### src/hw/rtl/pgtl_pkg.sv
// Shared types and constants for the probe grid trilinear lookup.
package pgtl_pkg;

    localparam int COUNT_BITS = 8;
    localparam int FRAC_BITS  = 16;
    localparam int POS_W      = 32;
    localparam int IDX_W      = 24;
    localparam int WEIGHT_W   = FRAC_BITS + 1;
    localparam int CFG_IDX_W  = 3;
    localparam int DIFF_W     = POS_W + 2;
    localparam int UD_W       = POS_W + 1;
    localparam int QUO_W      = UD_W + FRAC_BITS;
    localparam int STEP_W     = $clog2(QUO_W);
    localparam logic [WEIGHT_W-1:0] ONE_W = WEIGHT_W'(1) << FRAC_BITS;

    localparam logic [CFG_IDX_W-1:0] REG_ORIGIN_X  = 3'd0;
    localparam logic [CFG_IDX_W-1:0] REG_ORIGIN_Y  = 3'd1;
    localparam logic [CFG_IDX_W-1:0] REG_ORIGIN_Z  = 3'd2;
    localparam logic [CFG_IDX_W-1:0] REG_SPACING_X = 3'd3;
    localparam logic [CFG_IDX_W-1:0] REG_SPACING_Y = 3'd4;
    localparam logic [CFG_IDX_W-1:0] REG_SPACING_Z = 3'd5;
    localparam logic [CFG_IDX_W-1:0] REG_COUNTS    = 3'd6;
    localparam logic [CFG_IDX_W-1:0] REG_DATA_OK   = 3'd7;

    typedef struct packed {
        logic [2:0][POS_W-1:0]      origin;
        logic [2:0][POS_W-1:0]      spacing;
        logic [2:0][COUNT_BITS-1:0] counts;
        logic                       data_ok;
    } t_cfg;

    typedef struct packed {
        logic                       failed;
        logic [2:0][COUNT_BITS-1:0] lo;
        logic [2:0][COUNT_BITS-1:0] hi;
        logic [2:0][FRAC_BITS-1:0]  frac;
    } t_item;

    typedef enum logic [1:0] {
        FS_IDLE,
        FS_DIV,
        FS_PUSH
    } t_front_state;

endpackage

### src/hw/rtl/pgtl_front.sv
// Front end: accepts a query, divides each axis by its spacing and forms the corners.
module pgtl_front (
    input  logic                          i_clk,
    input  logic                          i_rst_n,
    input  logic                          i_start,
    output logic                          o_busy,
    input  logic [pgtl_pkg::POS_W-1:0]    i_pos_x,
    input  logic [pgtl_pkg::POS_W-1:0]    i_pos_y,
    input  logic [pgtl_pkg::POS_W-1:0]    i_pos_z,
    input  pgtl_pkg::t_cfg                i_cfg,
    output logic                          o_push,
    output pgtl_pkg::t_item               o_item,
    input  logic                          i_full
);

    pgtl_pkg::t_front_state r_state, n_state;
    logic [pgtl_pkg::STEP_W-1:0]          r_step, n_step;
    logic                                 r_fail, n_fail;
    logic [2:0][pgtl_pkg::QUO_W-1:0]      r_quo, n_quo;
    logic [2:0][pgtl_pkg::UD_W-1:0]       r_rem, n_rem;
    logic [2:0][pgtl_pkg::POS_W-1:0]      pos;
    logic [2:0][pgtl_pkg::POS_W-1:0]      spc;
    logic [2:0][pgtl_pkg::DIFF_W-1:0]     diff;
    logic [2:0][pgtl_pkg::UD_W-1:0]       ud;
    logic [2:0][pgtl_pkg::UD_W-1:0]       shifted;
    logic [2:0][pgtl_pkg::COUNT_BITS-1:0] maxi;
    logic [2:0][pgtl_pkg::UD_W-1:0]       ipart;
    logic [2:0][pgtl_pkg::COUNT_BITS-1:0] lo;

    assign pos = {i_pos_z, i_pos_y, i_pos_x};

    always_comb begin
        for (int a = 0; a < 3; a++) begin
            spc[a] = (i_cfg.spacing[a] == '0) ? pgtl_pkg::POS_W'(1) : i_cfg.spacing[a];
            diff[a] = {{2{pos[a][pgtl_pkg::POS_W-1]}}, pos[a]}
                    - {{2{i_cfg.origin[a][pgtl_pkg::POS_W-1]}}, i_cfg.origin[a]};
            ud[a] = (diff[a][pgtl_pkg::DIFF_W-1] || diff[a] == '0)
                  ? '0 : diff[a][pgtl_pkg::UD_W-1:0];
            shifted[a] = {r_rem[a][pgtl_pkg::POS_W-1:0],
                          r_quo[a][pgtl_pkg::QUO_W-1]};
            maxi[a] = (i_cfg.counts[a] == '0) ? '0 : i_cfg.counts[a] - 1'b1;
            ipart[a] = r_quo[a][pgtl_pkg::QUO_W-1:pgtl_pkg::FRAC_BITS];
            lo[a] = (ipart[a] > pgtl_pkg::UD_W'(maxi[a]))
                  ? maxi[a] : ipart[a][pgtl_pkg::COUNT_BITS-1:0];
            o_item.lo[a] = lo[a];
            o_item.hi[a] = (lo[a] >= maxi[a]) ? maxi[a] : lo[a] + 1'b1;
            o_item.frac[a] = r_quo[a][pgtl_pkg::FRAC_BITS-1:0];
        end
        o_item.failed = r_fail;
        if (r_fail) begin
            o_item.lo   = '0;
            o_item.hi   = '0;
            o_item.frac = '0;
        end
    end

    always_comb begin
        n_state = r_state;
        n_step  = r_step;
        n_fail  = r_fail;
        n_quo   = r_quo;
        n_rem   = r_rem;
        o_push  = 1'b0;
        case (r_state)
            pgtl_pkg::FS_IDLE: begin
                if (i_start) begin
                    n_fail = !i_cfg.data_ok;
                    n_step = '0;
                    for (int a = 0; a < 3; a++) begin
                        n_quo[a] = {ud[a], {pgtl_pkg::FRAC_BITS{1'b0}}};
                        n_rem[a] = '0;
                    end
                    n_state = i_cfg.data_ok ? pgtl_pkg::FS_DIV : pgtl_pkg::FS_PUSH;
                end
            end
            pgtl_pkg::FS_DIV: begin
                // Restoring division, one quotient bit per cycle on all three axes.
                for (int a = 0; a < 3; a++) begin
                    if (shifted[a] >= pgtl_pkg::UD_W'(spc[a])) begin
                        n_rem[a] = shifted[a] - pgtl_pkg::UD_W'(spc[a]);
                        n_quo[a] = {r_quo[a][pgtl_pkg::QUO_W-2:0], 1'b1};
                    end else begin
                        n_rem[a] = shifted[a];
                        n_quo[a] = {r_quo[a][pgtl_pkg::QUO_W-2:0], 1'b0};
                    end
                end
                n_step = r_step + 1'b1;
                if (r_step == pgtl_pkg::STEP_W'(pgtl_pkg::QUO_W - 1)) begin
                    n_state = pgtl_pkg::FS_PUSH;
                end
            end
            pgtl_pkg::FS_PUSH: begin
                if (!i_full) begin
                    o_push  = 1'b1;
                    n_state = pgtl_pkg::FS_IDLE;
                end
            end
            default: n_state = pgtl_pkg::FS_IDLE;
        endcase
    end

    assign o_busy = (r_state != pgtl_pkg::FS_IDLE);

    always_ff @(posedge i_clk) begin
        if (!i_rst_n) begin
            r_state <= pgtl_pkg::FS_IDLE;
        end else begin
            r_state <= n_state;
        end
        r_step <= n_step;
        r_fail <= n_fail;
        r_quo  <= n_quo;
        r_rem  <= n_rem;
    end

endmodule

### src/hw/rtl/pgtl_queue.sv
// Two-entry queue between the front end and the result sequencer.
module pgtl_queue (
    input  logic            i_clk,
    input  logic            i_rst_n,
    input  logic            i_push,
    input  pgtl_pkg::t_item i_item,
    output logic            o_full,
    input  logic            i_pop,
    output pgtl_pkg::t_item o_item,
    output logic            o_empty
);

    pgtl_pkg::t_item r_mem [2];
    logic            r_wr, r_rd;
    logic [1:0]      r_cnt;

    assign o_full  = (r_cnt == 2'd2);
    assign o_empty = (r_cnt == 2'd0);
    assign o_item  = r_mem[r_rd];

    always_ff @(posedge i_clk) begin
        if (!i_rst_n) begin
            r_wr  <= 1'b0;
            r_rd  <= 1'b0;
            r_cnt <= '0;
        end else begin
            if (i_push) r_wr <= !r_wr;
            if (i_pop)  r_rd <= !r_rd;
            r_cnt <= r_cnt + {1'b0, i_push} - {1'b0, i_pop};
        end
        if (i_push) r_mem[r_wr] <= i_item;
    end

endmodule

### src/hw/rtl/pgtl_back.sv
// Result sequencer: walks the eight corners, forming index and weight for each.
module pgtl_back (
    input  logic                          i_clk,
    input  logic                          i_rst_n,
    input  logic [2:0][pgtl_pkg::COUNT_BITS-1:0] i_counts,
    input  logic                          i_empty,
    input  pgtl_pkg::t_item               i_item,
    output logic                          o_pop,
    output logic                          o_valid,
    output logic [2:0]                    o_corner,
    output logic [pgtl_pkg::IDX_W-1:0]    o_probe_index,
    output logic [pgtl_pkg::WEIGHT_W-1:0] o_weight,
    output logic                          o_failed,
    output logic                          o_last
);

    localparam int CB = pgtl_pkg::COUNT_BITS;
    localparam int FB = pgtl_pkg::FRAC_BITS;
    localparam int WW = pgtl_pkg::WEIGHT_W;
    localparam int SUM_W = 3 * CB + 2;

    logic                 r_active;
    logic                 r_phase;
    logic [2:0]           r_corner;
    pgtl_pkg::t_item      r_item;
    logic [WW-1:0]        r_pxy;
    logic [3*CB-1:0]      r_zi;
    logic [2*CB-1:0]      r_yi;
    logic [2*CB-1:0]      r_xy;
    logic [CB-1:0]        cx, cy;
    logic [2:0][CB-1:0]   sel;
    logic [2:0][WW-1:0]   w;
    logic [2*WW-1:0]      prod_xy, prod_z;
    logic [SUM_W-1:0]     idx_sum;

    assign cx = (i_counts[0] == '0) ? CB'(1) : i_counts[0];
    assign cy = (i_counts[1] == '0) ? CB'(1) : i_counts[1];

    always_comb begin
        for (int a = 0; a < 3; a++) begin
            sel[a] = r_corner[a] ? r_item.hi[a] : r_item.lo[a];
            w[a] = r_corner[a] ? {1'b0, r_item.frac[a]}
                               : pgtl_pkg::ONE_W - {1'b0, r_item.frac[a]};
        end
        prod_xy = w[0] * w[1];
        prod_z  = r_pxy * w[2];
        idx_sum = SUM_W'(r_zi) + SUM_W'(r_yi) + SUM_W'(sel[0]);
    end

    assign o_pop = !r_active && !i_empty;

    always_ff @(posedge i_clk) begin
        if (!i_rst_n) begin
            r_active <= 1'b0;
            o_valid  <= 1'b0;
        end else begin
            o_valid <= 1'b0;
            if (o_pop) begin
                r_active <= 1'b1;
            end else if (r_active && (r_item.failed || (r_phase && r_corner == 3'd7))) begin
                r_active <= 1'b0;
                o_valid  <= 1'b1;
            end else if (r_active && r_phase) begin
                o_valid <= 1'b1;
            end
        end
        r_xy <= cx * cy;
        if (o_pop) begin
            r_item   <= i_item;
            r_phase  <= 1'b0;
            r_corner <= '0;
        end else if (r_active) begin
            if (r_item.failed) begin
                o_corner      <= '0;
                o_probe_index <= '0;
                o_weight      <= '0;
                o_failed      <= 1'b1;
                o_last        <= 1'b1;
            end else if (!r_phase) begin
                r_pxy   <= prod_xy[FB+WW-1:FB];
                r_zi    <= sel[2] * r_xy;
                r_yi    <= sel[1] * cx;
                r_phase <= 1'b1;
            end else begin
                o_corner      <= r_corner;
                o_probe_index <= pgtl_pkg::IDX_W'(idx_sum);
                o_weight      <= prod_z[FB+WW-1:FB];
                o_failed      <= 1'b0;
                o_last        <= (r_corner == 3'd7);
                r_corner      <= r_corner + 1'b1;
                r_phase       <= 1'b0;
            end
        end
    end

endmodule

### src/hw/rtl/probe_grid_trilinear_lookup_core.sv
// Top level of the probe grid trilinear lookup: configuration registers and the three parts.
// A query is taken when i_start is high and o_busy low; o_busy then stays high while the
// front end works on it and until it hands the item on, waiting while the queue is full.
// The result strobes follow, one for each of the eight corners in turn, or a single failure
// strobe for a query made without probe data. The receiver cannot stall.
// Synchronous active-low reset clears control state and loads the register reset values.
module probe_grid_trilinear_lookup_core (
    input  logic                               i_clk,
    input  logic                               i_rst_n,
    input  logic                               i_start,
    output logic                               o_busy,
    input  logic [pgtl_pkg::POS_W-1:0]         i_pos_x,
    input  logic [pgtl_pkg::POS_W-1:0]         i_pos_y,
    input  logic [pgtl_pkg::POS_W-1:0]         i_pos_z,
    input  logic                               i_cfg_valid,
    output logic                               o_cfg_ready,
    input  logic [pgtl_pkg::CFG_IDX_W-1:0]     i_cfg_index,
    input  logic [pgtl_pkg::POS_W-1:0]         i_cfg_data,
    output logic                               o_valid,
    output logic [2:0]                         o_corner,
    output logic [pgtl_pkg::IDX_W-1:0]         o_probe_index,
    output logic [pgtl_pkg::WEIGHT_W-1:0]      o_weight,
    output logic                               o_failed,
    output logic                               o_last
);

    pgtl_pkg::t_cfg  r_cfg;
    pgtl_pkg::t_item front_item, queue_item;
    logic            push, pop, full, empty;

    assign o_cfg_ready = 1'b1;

    always_ff @(posedge i_clk) begin
        if (!i_rst_n) begin
            r_cfg.origin  <= '0;
            r_cfg.spacing <= {3{pgtl_pkg::POS_W'(65536)}};
            r_cfg.counts  <= {3{pgtl_pkg::COUNT_BITS'(1)}};
            r_cfg.data_ok <= 1'b0;
        end else if (i_cfg_valid) begin
            case (i_cfg_index)
                pgtl_pkg::REG_ORIGIN_X:  r_cfg.origin[0]  <= i_cfg_data;
                pgtl_pkg::REG_ORIGIN_Y:  r_cfg.origin[1]  <= i_cfg_data;
                pgtl_pkg::REG_ORIGIN_Z:  r_cfg.origin[2]  <= i_cfg_data;
                pgtl_pkg::REG_SPACING_X: r_cfg.spacing[0] <= i_cfg_data;
                pgtl_pkg::REG_SPACING_Y: r_cfg.spacing[1] <= i_cfg_data;
                pgtl_pkg::REG_SPACING_Z: r_cfg.spacing[2] <= i_cfg_data;
                pgtl_pkg::REG_COUNTS:
                    r_cfg.counts <= i_cfg_data[3*pgtl_pkg::COUNT_BITS-1:0];
                pgtl_pkg::REG_DATA_OK:   r_cfg.data_ok    <= i_cfg_data[0];
                default: ;
            endcase
        end
    end

    pgtl_front u_front (
        .i_clk   (i_clk),
        .i_rst_n (i_rst_n),
        .i_start (i_start),
        .o_busy  (o_busy),
        .i_pos_x (i_pos_x),
        .i_pos_y (i_pos_y),
        .i_pos_z (i_pos_z),
        .i_cfg   (r_cfg),
        .o_push  (push),
        .o_item  (front_item),
        .i_full  (full)
    );

    pgtl_queue u_queue (
        .i_clk   (i_clk),
        .i_rst_n (i_rst_n),
        .i_push  (push),
        .i_item  (front_item),
        .o_full  (full),
        .i_pop   (pop),
        .o_item  (queue_item),
        .o_empty (empty)
    );

    pgtl_back u_back (
        .i_clk         (i_clk),
        .i_rst_n       (i_rst_n),
        .i_counts      (r_cfg.counts),
        .i_empty       (empty),
        .i_item        (queue_item),
        .o_pop         (pop),
        .o_valid       (o_valid),
        .o_corner      (o_corner),
        .o_probe_index (o_probe_index),
        .o_weight      (o_weight),
        .o_failed      (o_failed),
        .o_last        (o_last)
    );

endmodule

### config.mk
export PLATFORM = sky130hd
export DESIGN_NAME = probe_grid_trilinear_lookup_core
export DESIGN_NICKNAME = d
export VERILOG_FILES = /design/src/hw/rtl/pgtl_pkg.sv /design/src/hw/rtl/pgtl_front.sv /design/src/hw/rtl/pgtl_queue.sv /design/src/hw/rtl/pgtl_back.sv /design/src/hw/rtl/probe_grid_trilinear_lookup_core.sv
export SDC_FILE = /design/constraint.sdc
export NUM_CORES = 2
export LEC_CHECK = 0
export BUFFER_PORTS_ARGS = -buffer_cell sky130_fd_sc_hd__buf_2
export CAP_MARGIN = 10
export CORE_ASPECT_RATIO = 0.75
export CORE_MARGIN = 5
export CORE_UTILIZATION = 55
export DETAILED_ROUTE_END_ITERATION = 10
export GPL_TIMING_DRIVEN = 0
export PLACE_DENSITY_LB_ADDON = 0.25
export SYNTH_ARGS = -nofsm -noshare
export SYNTH_HDL_FRONTEND = slang
export SYNTH_SLANG_ARGS = --single-unit
### constraint.sdc
create_clock -name i_clk -period 13.9 [get_ports i_clk]
set_input_delay 2.085 -clock i_clk [delete_from_list [all_inputs] [get_ports i_clk]]
set_output_delay 2.085 -clock i_clk [all_outputs]
set_load 0.01 [all_outputs]
==> out/results.ini <==
[status]
status=complete, no violations

[sta]
tns_ns=0
period_share_pct=71.6
finalSetupViolations=0
maxSlewViolCount=0
period_needed_ns=9.95
skew_ns=0.0439
rsz0062_at_grt=no
worst_slew_pin_slew_ns=1.28
fmax_mhz=100
hold_violations=0
relSlewSlack_pct=14.1

[drt]
wl_per_cell_microns=20.4
drt-total-wl_mm=199
drt-initial-drc-count=5035
vias=55400
dr.pass1.iters=6
viasPerCell=5.68
route.antenna.remaining_nets=0
drc=0

[final_layout]
layout-drive-gt1-share_pct=6.67
layout_commonest_cell=inv_1
most-common-layout-cells=1103 x inv_1, 1091 x nand2_1, 644 x edfxtp_1
instances_no_fill=9764
areaGrowthSynthToFinish_pct=9.12
nNetsFinal=9260
design_area_sq_um=80100

[clocking]
cts_resized=0
cts.sinks=889
cts_tree=yes
holdBufCountCts=0
cts-root-buf=clkbuf_16
clock_path_buffers=3
clk_latency_ns=0.74
htreeDepth=3
cts.clk_slew.worst_paths_ns=0.06
numCtsBuffers=91
postCtsSetupRepairBufs=0

[logic_synthesis]
syn_avg_cell_area_sq_um=9.64
ys_seq_area_share_pct=33.0
ys.flop_type=edfxtp_1
ys_seq_elements=889
synthCells=7615
synth-edff-count=644
synth_area_sq_um=73400
synth_warnings=0
syn_nets=8965
yosysUniqueCellTypes=86
async_flop_share_pct=0

[placement]
portBuffers=178
dpl_cell_area_sq_um=77000
place.gp.congestion=0.964
dp_hpwl_mm=155
placedCellCount=9585

[worst_setup_path]
cp.buffers_inverters=6
arrival_ns=10.42
cpMaxStageDelayCell=nor4b_1
slowest_delay_ns=0.78
start_kind=register
cpMostUsedCell=fa_1
critical_path_class=reg -> reg
startpoint=u_back.r_item[20]$_DFFE_PP_
critPathCaptureType=register
worstReg2RegStart=u_back.r_item[20]$_DFFE_PP_
cp.depth=28
reg2reg_to=u_back.r_pxy[15]$_DFFE_PP_
cp_top_family=adder cells
endpoint=u_back.r_pxy[15]$_DFFE_PP_
crit_fanout=10
r2r.worst_path.cells=28
r2r_slack_ns=3.95
cp_data_required_time_ns=14.37

[floorplanning]
die_w_microns=432
fp-row-count=116
die_y_microns=326
initial_core_util_pct=55.2
core-area_sq_um=133000
die_area_sq_um=141000
pin_count=184

[global_route]
grt_max_degree=53
grt_overflow=0
grt_pass1_vias=55400
grt_pass1_wl_mm=313
track_usage_pct=28.2
antenna_found_initial=15

[flow_run]
cap_violations=0

[min_path]
hp-class=reg -> reg

-- logic make-up after synthesis --
logic type / after synthesis / share of synthesized area [%]
AOI/OAI and AO/OA: 1128 / 10.5
xor gates and xnor gates: 330 / 3.94
adders and majority gates: 1215 / 27.0
buffers and inverters: 1382 / 7.09
DFF: 889 / 33.0
muxes: 202 / 2.96
other: 1 / 0.00511
and+or+nand+nor: 2468 / 15.6
-- metrics by stage --
step | util, % | setup slack (ns) | hold WS [ns]
after floorplan | - | 0.521 | 0.443
after global placement | 57.5 | -4.97 | 0.450
after detailed placement | 57.9 | 3.93 | 0.456
after CTS | 60.2 | 3.96 | 0.465
after global routing | 60.2 | 3.22 | 0.486
final | 60.2 | 3.95 | 0.465
-- how the worst min path moves through the flow --
stage                                  startpoint                      end  slack [ns]  cells past startpoint
after floorplan           r_cfg[123]$_SDFFE_PN0P_  r_cfg[123]$_SDFFE_PN0P_        0.44                      2
after global placement    r_cfg[167]$_SDFFE_PN0P_  r_cfg[167]$_SDFFE_PN0P_        0.45                      2
after detailed placement  r_cfg[196]$_SDFFE_PN0P_  r_cfg[196]$_SDFFE_PN0P_        0.46                      2
after CTS                 r_cfg[196]$_SDFFE_PN0P_  r_cfg[196]$_SDFFE_PN0P_        0.47                      2
after global routing      r_cfg[172]$_SDFFE_PN0P_  r_cfg[172]$_SDFFE_PN0P_        0.49                      2
final                     r_cfg[196]$_SDFFE_PN0P_  r_cfg[196]$_SDFFE_PN0P_        0.46                      2
-- registers in the layout (all words and copies together), names as in the netlist, 6 cells and up --
| register | count |
|---|---|
| r_cfg | 217 |
| u_back.o_probe_index | 24 |
| u_back.o_weight | 17 |
| u_back.r_item | 97 |
| u_back.r_pxy | 17 |
| u_back.r_xy | 16 |
| u_back.r_yi | 16 |
| u_back.r_zi | 24 |
| u_front.ipart | 99 |
| u_front.r_quo | 48 |
| u_front.r_rem | 96 |
| u_front.r_step | 6 |
| u_queue.r_mem | 194 |
-- final cells by class --
class	count	area, sq um
Fill cell	11300	53000
Multi-Input combinational cell	5344	44000
Sequential cell	889	24200
Inverter	1105	4150
Clock buffer	117	2470
Tap cell	1770	2210
Timing Repair Buffer	202	1360
Buffer	277	1060
Clock inverter	55	598
Antenna cell	5	12.5
-- metal layers --
layer / track usage (%) / wire [microns] / vias up
met5: 0 / 30 / -
met4: 7.76 / 6080 / 4
met3: 4.63 / 15900 / 319
met2: 44.1 / 88300 / 2110
met1: 41.0 / 88500 / 27200
li1: - / - / 25800
-- Yosys cell counts, drive strengths merged, types with 67 or more instances --
| cell type | instances | area (sq um) |
|---|---|---|
| a21boi | 233 | 1750 |
| a21o | 113 | 848 |
| a21oi | 242 | 1210 |
| and2 | 254 | 1590 |
| clkbuf | 247 | 927 |
| dfxtp | 245 | 4900 |
| edfxtp | 644 | 19300 |
| fa | 613 | 12300 |
| ha | 602 | 7530 |
| inv | 1104 | 4140 |
| mux2 | 124 | 1400 |
| mux2i | 78 | 781 |
| nand2 | 1092 | 4100 |
| nand2b | 78 | 488 |
| nand3 | 84 | 420 |
| nor2 | 471 | 1770 |
| nor2b | 165 | 1040 |
| nor3 | 80 | 400 |
| nor4 | 67 | 425 |
| o21ai | 192 | 961 |
| xnor2 | 209 | 1830 |
| xor2 | 121 | 1060 |
-- tightest hold or removal path, stage by stage, from the launching register on --
cell,delay [ns]
dfxtp_1,0.31
nand2_1,0.05
a21boi_0,0.06
Power is left out: the tool's default activity adds up to more than one toggle a clock period on the data nets, which glitch-free logic cannot reach.
